### src/sv/adcs_pkg.sv
`timescale 1ns / 1ps
// Shared types and constants for the ADC channel scan sequencer.
// No dependencies; the other files of the block, but for adcs_checker, import this package.
package adcs_pkg;

	localparam int SAMPLE_W = 12;
	localparam int CHAN_W = 4;
	localparam int MUX_W = 3;
	localparam int SETTLE_W = 8;
	localparam int CFG_IDX_W = 4;

	localparam logic [CFG_IDX_W-1:0] REG_FIRST_SETTLE = 4'd0;
	localparam logic [CFG_IDX_W-1:0] REG_SECOND_SETTLE = 4'd1;

	localparam logic [SETTLE_W-1:0] SETTLE_RESET = 8'd1;

	typedef struct packed {
		logic              disable_valid;
		logic [CHAN_W-1:0] disable_channel;
		logic              enable_valid;
		logic [CHAN_W-1:0] enable_channel;
		logic              mux_valid;
		logic [MUX_W-1:0]  mux_address;
		logic              start_conversion;
		logic              sample_stored;
		logic [CHAN_W-1:0] stored_channel;
		logic              scan_ready;
	} adcs_cmd_t;

endpackage

### src/sv/adcs_in_if.sv
`timescale 1ns / 1ps
// Input channel of the scan sequencer: one tick beat per transfer.
// Depends on adcs_pkg for the field widths.
interface adcs_in_if;
	import adcs_pkg::*;

	logic                valid;
	logic                ready;
	logic                data_ready;
	logic [SAMPLE_W-1:0] sample;
	logic [CHAN_W-1:0]   read_index;

	modport source (output valid, output data_ready, output sample, output read_index,
		input ready);
	modport sink (input valid, input data_ready, input sample, input read_index,
		output ready);

endinterface

### src/sv/adcs_out_if.sv
`timescale 1ns / 1ps
// Result channel of the scan sequencer: one command and readback beat per tick.
// Depends on adcs_pkg for the field widths.
interface adcs_out_if;
	import adcs_pkg::*;

	logic                valid;
	logic                ready;
	logic                disable_valid;
	logic [CHAN_W-1:0]   disable_channel;
	logic                enable_valid;
	logic [CHAN_W-1:0]   enable_channel;
	logic                mux_valid;
	logic [MUX_W-1:0]    mux_address;
	logic                start_conversion;
	logic                sample_stored;
	logic [CHAN_W-1:0]   stored_channel;
	logic                scan_ready;
	logic [SAMPLE_W-1:0] read_value;

	modport source (output valid, output disable_valid, output disable_channel,
		output enable_valid, output enable_channel, output mux_valid, output mux_address,
		output start_conversion, output sample_stored, output stored_channel,
		output scan_ready, output read_value, input ready);
	modport sink (input valid, input disable_valid, input disable_channel,
		input enable_valid, input enable_channel, input mux_valid, input mux_address,
		input start_conversion, input sample_stored, input stored_channel,
		input scan_ready, input read_value, output ready);

endinterface

### src/sv/adcs_cfg_if.sv
`timescale 1ns / 1ps
// Configuration write channel of the scan sequencer: register index and data.
// Depends on adcs_pkg for the field widths.
interface adcs_cfg_if;
	import adcs_pkg::*;

	logic                 valid;
	logic                 ready;
	logic [CFG_IDX_W-1:0] index;
	logic [SETTLE_W-1:0]  data;

	modport source (output valid, output index, output data, input ready);
	modport sink (input valid, input index, input data, output ready);

endinterface

### src/sv/adcs_phase_fsm.sv
`timescale 1ns / 1ps
// Phase machine of the scan sequencer: channel counter, settle timer and ready flag.
// Depends on adcs_pkg for the command struct; advances once per processed tick.
module adcs_phase_fsm #(
	parameter int CHANNEL_COUNT = 16,
	parameter int DIRECT_CHANNELS = 12,
	parameter int CH_W = $clog2(CHANNEL_COUNT)
) (
	input  logic                         clk,
	input  logic                         arst_n,
	input  logic                         advance,
	input  logic                         data_ready,
	input  logic [adcs_pkg::SETTLE_W-1:0] first_settle,
	input  logic [adcs_pkg::SETTLE_W-1:0] second_settle,
	output adcs_pkg::adcs_cmd_t          cmd,
	output logic                         store_en,
	output logic [CH_W-1:0]              store_channel
);
	import adcs_pkg::*;

	localparam int SHARED = DIRECT_CHANNELS - 1;

	typedef enum logic [2:0] {
		PH_DISABLE     = 3'd0,
		PH_FIRST_WAIT  = 3'd1,
		PH_SECOND_WAIT = 3'd2,
		PH_START       = 3'd3,
		PH_WAIT_DATA   = 3'd4,
		PH_FINISH      = 3'd5
	} phase_t;

	phase_t              phase_q, phase_d;
	logic [CH_W-1:0]     ch_q, ch_d;
	logic [SETTLE_W-1:0] timer_q, timer_d;
	logic                ready_q, ready_d;

	always_comb begin
		logic [SETTLE_W-1:0] tdec;
		int                  offset;
		tdec = timer_q - 8'd1;
		offset = int'(ch_q) - SHARED;
		phase_d = phase_q;
		ch_d = ch_q;
		timer_d = timer_q;
		ready_d = ready_q;
		cmd = '0;
		cmd.stored_channel = CHAN_W'(ch_q);
		case (phase_q)
			PH_FIRST_WAIT: begin
				timer_d = tdec;
				if (tdec == '0) begin
					cmd.enable_valid = 1'b1;
					if (int'(ch_q) >= SHARED) begin
						cmd.enable_channel = CHAN_W'(SHARED);
						if (offset <= 7) begin
							cmd.mux_valid = 1'b1;
							cmd.mux_address = MUX_W'(offset);
						end
					end else begin
						cmd.enable_channel = CHAN_W'(ch_q);
					end
					timer_d = second_settle;
					phase_d = PH_SECOND_WAIT;
				end
			end
			PH_SECOND_WAIT: begin
				timer_d = tdec;
				if (tdec == '0) begin
					phase_d = PH_START;
				end
			end
			PH_START: begin
				cmd.start_conversion = 1'b1;
				phase_d = PH_WAIT_DATA;
			end
			PH_WAIT_DATA: begin
				if (data_ready) begin
					cmd.sample_stored = 1'b1;
					phase_d = PH_FINISH;
				end
			end
			PH_FINISH: begin
				if (ch_q == CH_W'(CHANNEL_COUNT - 1)) begin
					ch_d = '0;
					ready_d = 1'b1;
				end else begin
					ch_d = ch_q + 1'b1;
				end
				phase_d = PH_DISABLE;
			end
			default: begin
				if (int'(ch_q) < DIRECT_CHANNELS) begin
					cmd.disable_valid = 1'b1;
					cmd.disable_channel = (ch_q == '0) ? CHAN_W'(SHARED)
						: CHAN_W'(int'(ch_q) - 1);
				end
				timer_d = first_settle;
				phase_d = PH_FIRST_WAIT;
			end
		endcase
		cmd.scan_ready = ready_d;
	end

	assign store_en = advance && cmd.sample_stored;
	assign store_channel = ch_q;

	always_ff @(posedge clk or negedge arst_n) begin
		if (!arst_n) begin
			phase_q <= PH_DISABLE;
			ch_q <= '0;
			timer_q <= '0;
			ready_q <= 1'b0;
		end else if (advance) begin
			phase_q <= phase_d;
			ch_q <= ch_d;
			timer_q <= timer_d;
			ready_q <= ready_d;
		end
	end

endmodule

### src/sv/adcs_sample_table.sv
`timescale 1ns / 1ps
// Sample table of the scan sequencer: one write port and one registered read port.
// Depends on adcs_pkg for the readback width; valid bits stand for the reset clear.
module adcs_sample_table #(
	parameter int CHANNEL_COUNT = 16,
	parameter int SAMPLE_BITS = 12,
	parameter int CH_W = $clog2(CHANNEL_COUNT)
) (
	input  logic                          clk,
	input  logic                          arst_n,
	input  logic                          wr_en,
	input  logic [CH_W-1:0]               wr_index,
	input  logic [adcs_pkg::SAMPLE_W-1:0] wr_sample,
	input  logic                          rd_en,
	input  logic [adcs_pkg::CHAN_W-1:0]   rd_index,
	output logic [adcs_pkg::SAMPLE_W-1:0] rd_value
);
	import adcs_pkg::*;

	logic [SAMPLE_BITS-1:0]   mem [CHANNEL_COUNT];
	logic [CHANNEL_COUNT-1:0] filled_q;
	logic [SAMPLE_BITS-1:0]   wr_data;
	logic [SAMPLE_BITS-1:0]   rd_q;
	logic [CH_W-1:0]          rd_addr;
	logic                     rd_in_range;

	assign wr_data = SAMPLE_BITS'(wr_sample);
	assign rd_in_range = int'(rd_index) < CHANNEL_COUNT;
	assign rd_addr = CH_W'(rd_index);

	always_ff @(posedge clk) begin
		if (wr_en) begin
			mem[wr_index] <= wr_data;
		end
	end

	always_ff @(posedge clk or negedge arst_n) begin
		if (!arst_n) begin
			filled_q <= '0;
		end else if (wr_en) begin
			filled_q[wr_index] <= 1'b1;
		end
	end

	// The readback shows the table after this beat's write.
	always_ff @(posedge clk) begin
		if (rd_en) begin
			if (!rd_in_range) begin
				rd_q <= '0;
			end else if (wr_en && wr_index == rd_addr) begin
				rd_q <= wr_data;
			end else if (!filled_q[rd_addr]) begin
				rd_q <= '0;
			end else begin
				rd_q <= mem[rd_addr];
			end
		end
	end

	assign rd_value = SAMPLE_W'(rd_q);

endmodule

### src/sv/adc_channel_scan_sequencer_core.sv
`timescale 1ns / 1ps
// ADC channel scan sequencer: one tick beat in gives one command and readback beat out.
// The core takes a new tick every clock cycle unless the result channel stalls; a beat
// passes an input register and then the result register, and the result register lets
// the next tick enter while a finished beat waits. The phase machine and
// the registered read port of the sample table both advance once per beat. The table
// reads as zero after reset through per-entry valid bits, so there is no clearing pass.
// Configuration writes are taken in any cycle; write them only while the core is idle.
// Depends on adcs_pkg, the adcs interfaces, adcs_phase_fsm and adcs_sample_table.
module adc_channel_scan_sequencer_core #(
	parameter int CHANNEL_COUNT = 16,
	parameter int DIRECT_CHANNELS = 12,
	parameter int SAMPLE_BITS = 12
) (
	input logic        clk,
	input logic        arst_n,
	adcs_in_if.sink    samples,
	adcs_out_if.source results,
	adcs_cfg_if.sink   cfg
);
	import adcs_pkg::*;

	localparam int CH_W = (CHANNEL_COUNT > 1) ? $clog2(CHANNEL_COUNT) : 1;

	logic                valid_s1;
	logic                data_ready_s1;
	logic [SAMPLE_W-1:0] sample_s1;
	logic [CHAN_W-1:0]   read_index_s1;
	logic                advance;
	logic                out_valid_q;
	adcs_cmd_t           cmd;
	adcs_cmd_t           cmd_q;
	logic                store_en;
	logic [CH_W-1:0]     store_channel;
	logic [SETTLE_W-1:0] first_settle_q;
	logic [SETTLE_W-1:0] second_settle_q;

	assign advance = valid_s1 && (!out_valid_q || results.ready);
	assign samples.ready = !valid_s1 || advance;
	assign cfg.ready = 1'b1;

	always_ff @(posedge clk or negedge arst_n) begin
		if (!arst_n) begin
			first_settle_q <= SETTLE_RESET;
			second_settle_q <= SETTLE_RESET;
		end else if (cfg.valid) begin
			case (cfg.index)
				REG_FIRST_SETTLE: first_settle_q <= cfg.data;
				REG_SECOND_SETTLE: second_settle_q <= cfg.data;
				default: ;
			endcase
		end
	end

	always_ff @(posedge clk or negedge arst_n) begin
		if (!arst_n) begin
			valid_s1 <= 1'b0;
		end else if (samples.ready) begin
			valid_s1 <= samples.valid;
		end
	end

	always_ff @(posedge clk) begin
		if (samples.valid && samples.ready) begin
			data_ready_s1 <= samples.data_ready;
			sample_s1 <= samples.sample;
			read_index_s1 <= samples.read_index;
		end
	end

	adcs_phase_fsm #(
		.CHANNEL_COUNT(CHANNEL_COUNT),
		.DIRECT_CHANNELS(DIRECT_CHANNELS),
		.CH_W(CH_W)
	) u_fsm (
		.clk(clk),
		.arst_n(arst_n),
		.advance(advance),
		.data_ready(data_ready_s1),
		.first_settle(first_settle_q),
		.second_settle(second_settle_q),
		.cmd(cmd),
		.store_en(store_en),
		.store_channel(store_channel)
	);

	adcs_sample_table #(
		.CHANNEL_COUNT(CHANNEL_COUNT),
		.SAMPLE_BITS(SAMPLE_BITS),
		.CH_W(CH_W)
	) u_table (
		.clk(clk),
		.arst_n(arst_n),
		.wr_en(store_en),
		.wr_index(store_channel),
		.wr_sample(sample_s1),
		.rd_en(advance),
		.rd_index(read_index_s1),
		.rd_value(results.read_value)
	);

	always_ff @(posedge clk or negedge arst_n) begin
		if (!arst_n) begin
			out_valid_q <= 1'b0;
		end else if (advance) begin
			out_valid_q <= 1'b1;
		end else if (results.ready) begin
			out_valid_q <= 1'b0;
		end
	end

	always_ff @(posedge clk) begin
		if (advance) begin
			cmd_q <= cmd;
		end
	end

	assign results.valid = out_valid_q;
	assign results.disable_valid = cmd_q.disable_valid;
	assign results.disable_channel = cmd_q.disable_channel;
	assign results.enable_valid = cmd_q.enable_valid;
	assign results.enable_channel = cmd_q.enable_channel;
	assign results.mux_valid = cmd_q.mux_valid;
	assign results.mux_address = cmd_q.mux_address;
	assign results.start_conversion = cmd_q.start_conversion;
	assign results.sample_stored = cmd_q.sample_stored;
	assign results.stored_channel = cmd_q.stored_channel;
	assign results.scan_ready = cmd_q.scan_ready;

endmodule

### src/flat_wrapper.sv
// flat-port wrapper written by rule: the top's interface ports become plain ports
module adc_channel_scan_sequencer_core_flat import adcs_pkg::*;
#(
	parameter int CHANNEL_COUNT = 16,
	parameter int DIRECT_CHANNELS = 12,
	parameter int SAMPLE_BITS = 12
)
  (clk, arst_n, samples_valid, samples_data_ready, samples_sample, samples_read_index, samples_ready, results_valid, results_disable_valid, results_disable_channel, results_enable_valid, results_enable_channel, results_mux_valid, results_mux_address, results_start_conversion, results_sample_stored, results_stored_channel, results_scan_ready, results_read_value, results_ready, cfg_valid, cfg_index, cfg_data, cfg_ready);
  adcs_in_if samples_i ();
  adcs_out_if results_i ();
  adcs_cfg_if cfg_i ();
  input logic clk;
  input logic arst_n;
  input wire logic [$bits(samples_i.valid)-1:0] samples_valid;
  input wire logic [$bits(samples_i.data_ready)-1:0] samples_data_ready;
  input wire logic [$bits(samples_i.sample)-1:0] samples_sample;
  input wire logic [$bits(samples_i.read_index)-1:0] samples_read_index;
  output wire logic [$bits(samples_i.ready)-1:0] samples_ready;
  output wire logic [$bits(results_i.valid)-1:0] results_valid;
  output wire logic [$bits(results_i.disable_valid)-1:0] results_disable_valid;
  output wire logic [$bits(results_i.disable_channel)-1:0] results_disable_channel;
  output wire logic [$bits(results_i.enable_valid)-1:0] results_enable_valid;
  output wire logic [$bits(results_i.enable_channel)-1:0] results_enable_channel;
  output wire logic [$bits(results_i.mux_valid)-1:0] results_mux_valid;
  output wire logic [$bits(results_i.mux_address)-1:0] results_mux_address;
  output wire logic [$bits(results_i.start_conversion)-1:0] results_start_conversion;
  output wire logic [$bits(results_i.sample_stored)-1:0] results_sample_stored;
  output wire logic [$bits(results_i.stored_channel)-1:0] results_stored_channel;
  output wire logic [$bits(results_i.scan_ready)-1:0] results_scan_ready;
  output wire logic [$bits(results_i.read_value)-1:0] results_read_value;
  input wire logic [$bits(results_i.ready)-1:0] results_ready;
  input wire logic [$bits(cfg_i.valid)-1:0] cfg_valid;
  input wire logic [$bits(cfg_i.index)-1:0] cfg_index;
  input wire logic [$bits(cfg_i.data)-1:0] cfg_data;
  output wire logic [$bits(cfg_i.ready)-1:0] cfg_ready;
  assign samples_i.valid = samples_valid;
  assign samples_i.data_ready = samples_data_ready;
  assign samples_i.sample = samples_sample;
  assign samples_i.read_index = samples_read_index;
  assign samples_ready = samples_i.ready;
  assign results_valid = results_i.valid;
  assign results_disable_valid = results_i.disable_valid;
  assign results_disable_channel = results_i.disable_channel;
  assign results_enable_valid = results_i.enable_valid;
  assign results_enable_channel = results_i.enable_channel;
  assign results_mux_valid = results_i.mux_valid;
  assign results_mux_address = results_i.mux_address;
  assign results_start_conversion = results_i.start_conversion;
  assign results_sample_stored = results_i.sample_stored;
  assign results_stored_channel = results_i.stored_channel;
  assign results_scan_ready = results_i.scan_ready;
  assign results_read_value = results_i.read_value;
  assign results_i.ready = results_ready;
  assign cfg_i.valid = cfg_valid;
  assign cfg_i.index = cfg_index;
  assign cfg_i.data = cfg_data;
  assign cfg_ready = cfg_i.ready;
  adc_channel_scan_sequencer_core #(.CHANNEL_COUNT(CHANNEL_COUNT), .DIRECT_CHANNELS(DIRECT_CHANNELS), .SAMPLE_BITS(SAMPLE_BITS)) u_core (.clk(clk), .arst_n(arst_n), .samples(samples_i), .results(results_i), .cfg(cfg_i));
endmodule
### config.mk
export PLATFORM = sky130hd
export DESIGN_NAME = adc_channel_scan_sequencer_core_flat
export DESIGN_NICKNAME = d
export VERILOG_FILES = /design/src/sv/adcs_pkg.sv /design/src/sv/adcs_in_if.sv /design/src/sv/adcs_out_if.sv /design/src/sv/adcs_cfg_if.sv /design/src/sv/adcs_phase_fsm.sv /design/src/sv/adcs_sample_table.sv /design/src/sv/adc_channel_scan_sequencer_core.sv /design/src/flat_wrapper.sv
export SDC_FILE = /design/constraint.sdc
export NUM_CORES = 1
export LEC_CHECK = 0
export ABC_CLOCK_PERIOD_IN_PS = 2800
export BUFFER_PORTS_ARGS = -buffer_cell sky130_fd_sc_hd__buf_2
export CORE_MARGIN = 2
export CORE_UTILIZATION = 50
export DETAILED_ROUTE_END_ITERATION = 8
export PLACE_DENSITY = 0.73
export SLEW_MARGIN = 20
export SYNTH_ARGS = -nofsm -noshare
export SYNTH_HDL_FRONTEND = slang
export SYNTH_SLANG_ARGS = --single-unit
### constraint.sdc
create_clock -name clk -period 2.8 [get_ports clk]
set_clock_uncertainty 0.15 [all_clocks]
set_input_delay 0.42 -clock clk [delete_from_list [all_inputs] [get_ports clk]]
set_output_delay 0.42 -clock clk [all_outputs]
set_load 0.05 [all_outputs]
==> flow_summary.json <==
{
  "pre_cts_ws_ns": 0.342,
  "drc": 0,
  "layoutNonFillerInstCount": 1147,
  "clock_sinks": 296,
  "maxSlewViolCount": 0,
  "n_fill_cell": 1683,
  "multi_input_area_um2": 3170,
  "nNetsFinal": 846,
  "rsz0062_at_grt": "no",
  "syn2layout_area_growth_pct": 18.1,
  "antenna_found_initial": 0,
  "ys_warn_count": 0,
  "diodes": 0,
  "h-tree-depth": 1,
  "num_rows": 56,
  "final_hold_viol_count": 0,
  "power_per_cell_area_nw_per_um2": 736,
  "hpwlAfterDp_um": 15500,
  "cp-end-kind": "flop",
  "grt_pass1_vias": 6998,
  "met3_usage_pct": 2.56,
  "drive_gt1_share_pct": 33.2,
  "vias_per_cell": 5.85,
  "cts_resized": 0,
  "postCtsSetupRepairBufs": 0,
  "fin_crit_sh_pct": 89.7,
  "fin_ws_ns": 0.290,
  "clockBufferDepth": 3,
  "relSlewSlack_pct": 48.8,
  "status": "complete, no violations",
  "cp_data_arrival_time_ns": 2.79,
  "dp_cells": 1065,
  "synthArstFlopShare_pct": 16.9,
  "grt_use_total_pct": 20.5,
  "clkLatencyLatePin_ns": 0.54,
  "synth_fp_nets": 714,
  "r2r_start": "u_core.u_fsm.timer_q[0]",
  "p_total_w": 0.0104,
  "yosysUniqueCellTypes": 64,
  "regArea_um2": 8600,
  "setup_viol": 0,
  "clk_pin_slew_ns": 0.07,
  "wl_um": 25700,
  "critPathLaunchType": "flop",
  "hold_depth": 3,
  "cap_violations": 0,
  "worst_ep_required_time_ns": 3.08,
  "seq_area_frac_synth_pct": 71.8,
  "syn_inst": 673,
  "grt_start_max_net_pins": 49,
  "worst-path-max-fanout": 14,
  "period_needed_ns": 2.51,
  "postRouteAntennaNets": 0,
  "min_from": "results_ready",
  "path_class": "flop to flop",
  "min_path_type": "primary input to flop",
  "peakVddDrop_v": 0.000484,
  "use_met1_pct": 29.4,
  "core-area_um2": 23500,
  "numCtsBuffers": 30,
  "tns_ns": 0,
  "met2_usage_pct": 33.3,
  "die_height_um": 159,
  "fmax_mhz": 398,
  "first_pass_iters": 5,
  "grt_pass1_wl_um": 39800,
  "ios": 70,
  "vias": 6714,
  "r2r_cells": 7,
  "avgSynthCellArea_um2": 17.8,
  "fin_util_pct": 60.3,
  "wl_per_cell_um": 22.4,
  "fp.dieArea_um2": 25200,
  "synth_ff_type": "edfxtp_1",
  "port_buffers": 68,
  "busiest_layer": "met2",
  "first_iter_violations": 729,
  "cts_tree": "built",
  "crit_path_start": "u_core.u_fsm.timer_q[0]",
  "cts-root-buf": "clkbuf_16",
  "initial_core_util_pct": 51.0,
  "synth.ff_latch_count": 296,
  "leakage_nw": 5.12,
  "synth_edf_count": 242,
  "synthesis.area_um2": 12000,
  "grt_overflow": 0,
  "die_x_um": 159,
  "gp_congestion": 0.821,
  "tightest_slew_ns": 0.768
}
## worst max-delay path: stages (launching register included)
cell and delay [ns]:
dfrtp_1 0.46, inv_1 0.11, ha_1 0.34, o211ai_1 0.16
o2bb2ai_1 0.17, a21o_1 0.28, nand4_4 0.35, o31ai_1 0.38
## what timing repair did
item / CTS / global route
endpoints found under the setup margin: 0 / 0
endpoints found under the hold margin: 64 / 0
hold buffers: 27 / 0
## cell usage after synthesis, drive strengths merged (13+ instances only)
cell type / n / area (µm²)
mux4: 52 / 1170
clkbuf: 16 / 62.6
or2: 17 / 106
a21oi: 24 / 120
edfxtp: 242 / 7270
o21ai: 13 / 65.1
a22oi: 24 / 180
nand2: 21 / 78.8
mux2: 36 / 405
nor2: 31 / 116
dfrtp: 48 / 1200
buf: 17 / 119
## final cells by class
cell class              count  share of cell area (%)
inverters                  12                   0.318
clock inverters            21                    1.56
clock buffers              34                    5.56
multi-input cells         332                    22.4
flip-flops and latches    296                    60.8
repair buffers            133                    6.51
well taps                 319                    2.82
## sequential cells by signal (all words and copies together) (netlist names), 3 cells and up, named ones only
name,cells
u_core.second_settle_q,8
u_core.results.disable_channel,4
u_core.u_fsm.phase_q,3
u_core.u_table.filled_q,16
u_core.u_fsm.store_channel,4
u_core.results.stored_channel,4
u_core.u_table.mem,192
u_core.u_fsm.timer_q,8
u_core.results.mux_address,3
u_core.u_table.rd_value,12
u_core.first_settle_q,8
u_core.read_index_s1,4
u_core.results.enable_channel,4
u_core.sample_s1,12
## metal layers
layer	vias to the layer above	routed length, µm	share of wire (%)
li1	2936	-	-
met1	3461	11000	43
met2	268	12400	48
met3	49	1590	6.2
met4	0	711	2.8
met5	-	0	0
## power by group
part | switching [W] | internal [W] | leakage [nW]
logic | 0.000705 | 0.000515 | 1.74
clock network | 0.00162 | 0.00239 | 0.486
registers | 0.000216 | 0.00496 | 2.89
total | 0.00255 | 0.00787 | 5.12
## placed cells by master, fill, tap and decap left out, drive strengths merged, types with 3 or more instances in the layout
| cell type | netlist | routed |
|---|---|---|
| a21o | 5 | 5 |
| a21oi | 24 | 24 |
| a22oi | 24 | 24 |
| a31oi | 4 | 4 |
| and2 | 4 | 4 |
| and3 | 3 | 3 |
| buf | 17 | 106 |
| bufinv | 0 | 4 |
| clkbuf | 16 | 34 |
| clkinv | 1 | 15 |
| clkinvlp | 0 | 3 |
| dfrtp | 48 | 48 |
| dfxtp | 4 | 4 |
| dlygate4sd3 | 0 | 27 |
| edfxtp | 242 | 242 |
| ha | 7 | 7 |
| inv | 11 | 11 |
| mux2 | 36 | 36 |
| mux4 | 52 | 52 |
| nand2 | 21 | 21 |
| nand2b | 8 | 8 |
| nand3 | 8 | 8 |
| nand3b | 5 | 5 |
| nand4 | 4 | 4 |
| nor2 | 31 | 31 |
| nor2b | 3 | 3 |
| nor3 | 12 | 12 |
| nor3b | 3 | 3 |
| o21ai | 13 | 13 |
| o22ai | 6 | 6 |
| o31ai | 6 | 6 |
| or2 | 17 | 17 |
| xnor2 | 3 | 3 |
| xor2 | 4 | 4 |
## path summary, 6_finish.rpt
path / to / slack, ns
max in group asynchronous: u_core.first_settle_q[0] / 1.39
min: u_core.valid_s1 / 0.05
max reg2reg: u_core.u_fsm.timer_q[2] / 0.29
min in group asynchronous: u_core.u_fsm.store_channel[3] / 0.34
min reg2reg: u_core.u_table.filled_q[5] / 0.32
max: u_core.u_fsm.timer_q[2] / 0.29
## through the flow
step	hold WS [ns]	instance area [µm²]
floorplan	-0.0256	12000
global placement	0.298	12900
detailed placement	0.307	12900
CTS	0.0308	14100
global route	0.105	14100
finish	0.0480	14100
## cell families after synthesis
group                    count (synthesis)  share of synthesized area, %
flip-flops                             296                          71.8
AND/OR/NAND/NOR                        131                          6.29
AO/OA/AOI/OAI                           96                          5.44
multiplexers                            90                          13.3
buffers and inverters                   45                          1.89
adder cells (fa/ha/maj)                  7                         0.731
XOR/XNOR                                 7                         0.512
other                                    1                        0.0313
Power figures use the tool's default switching activity.
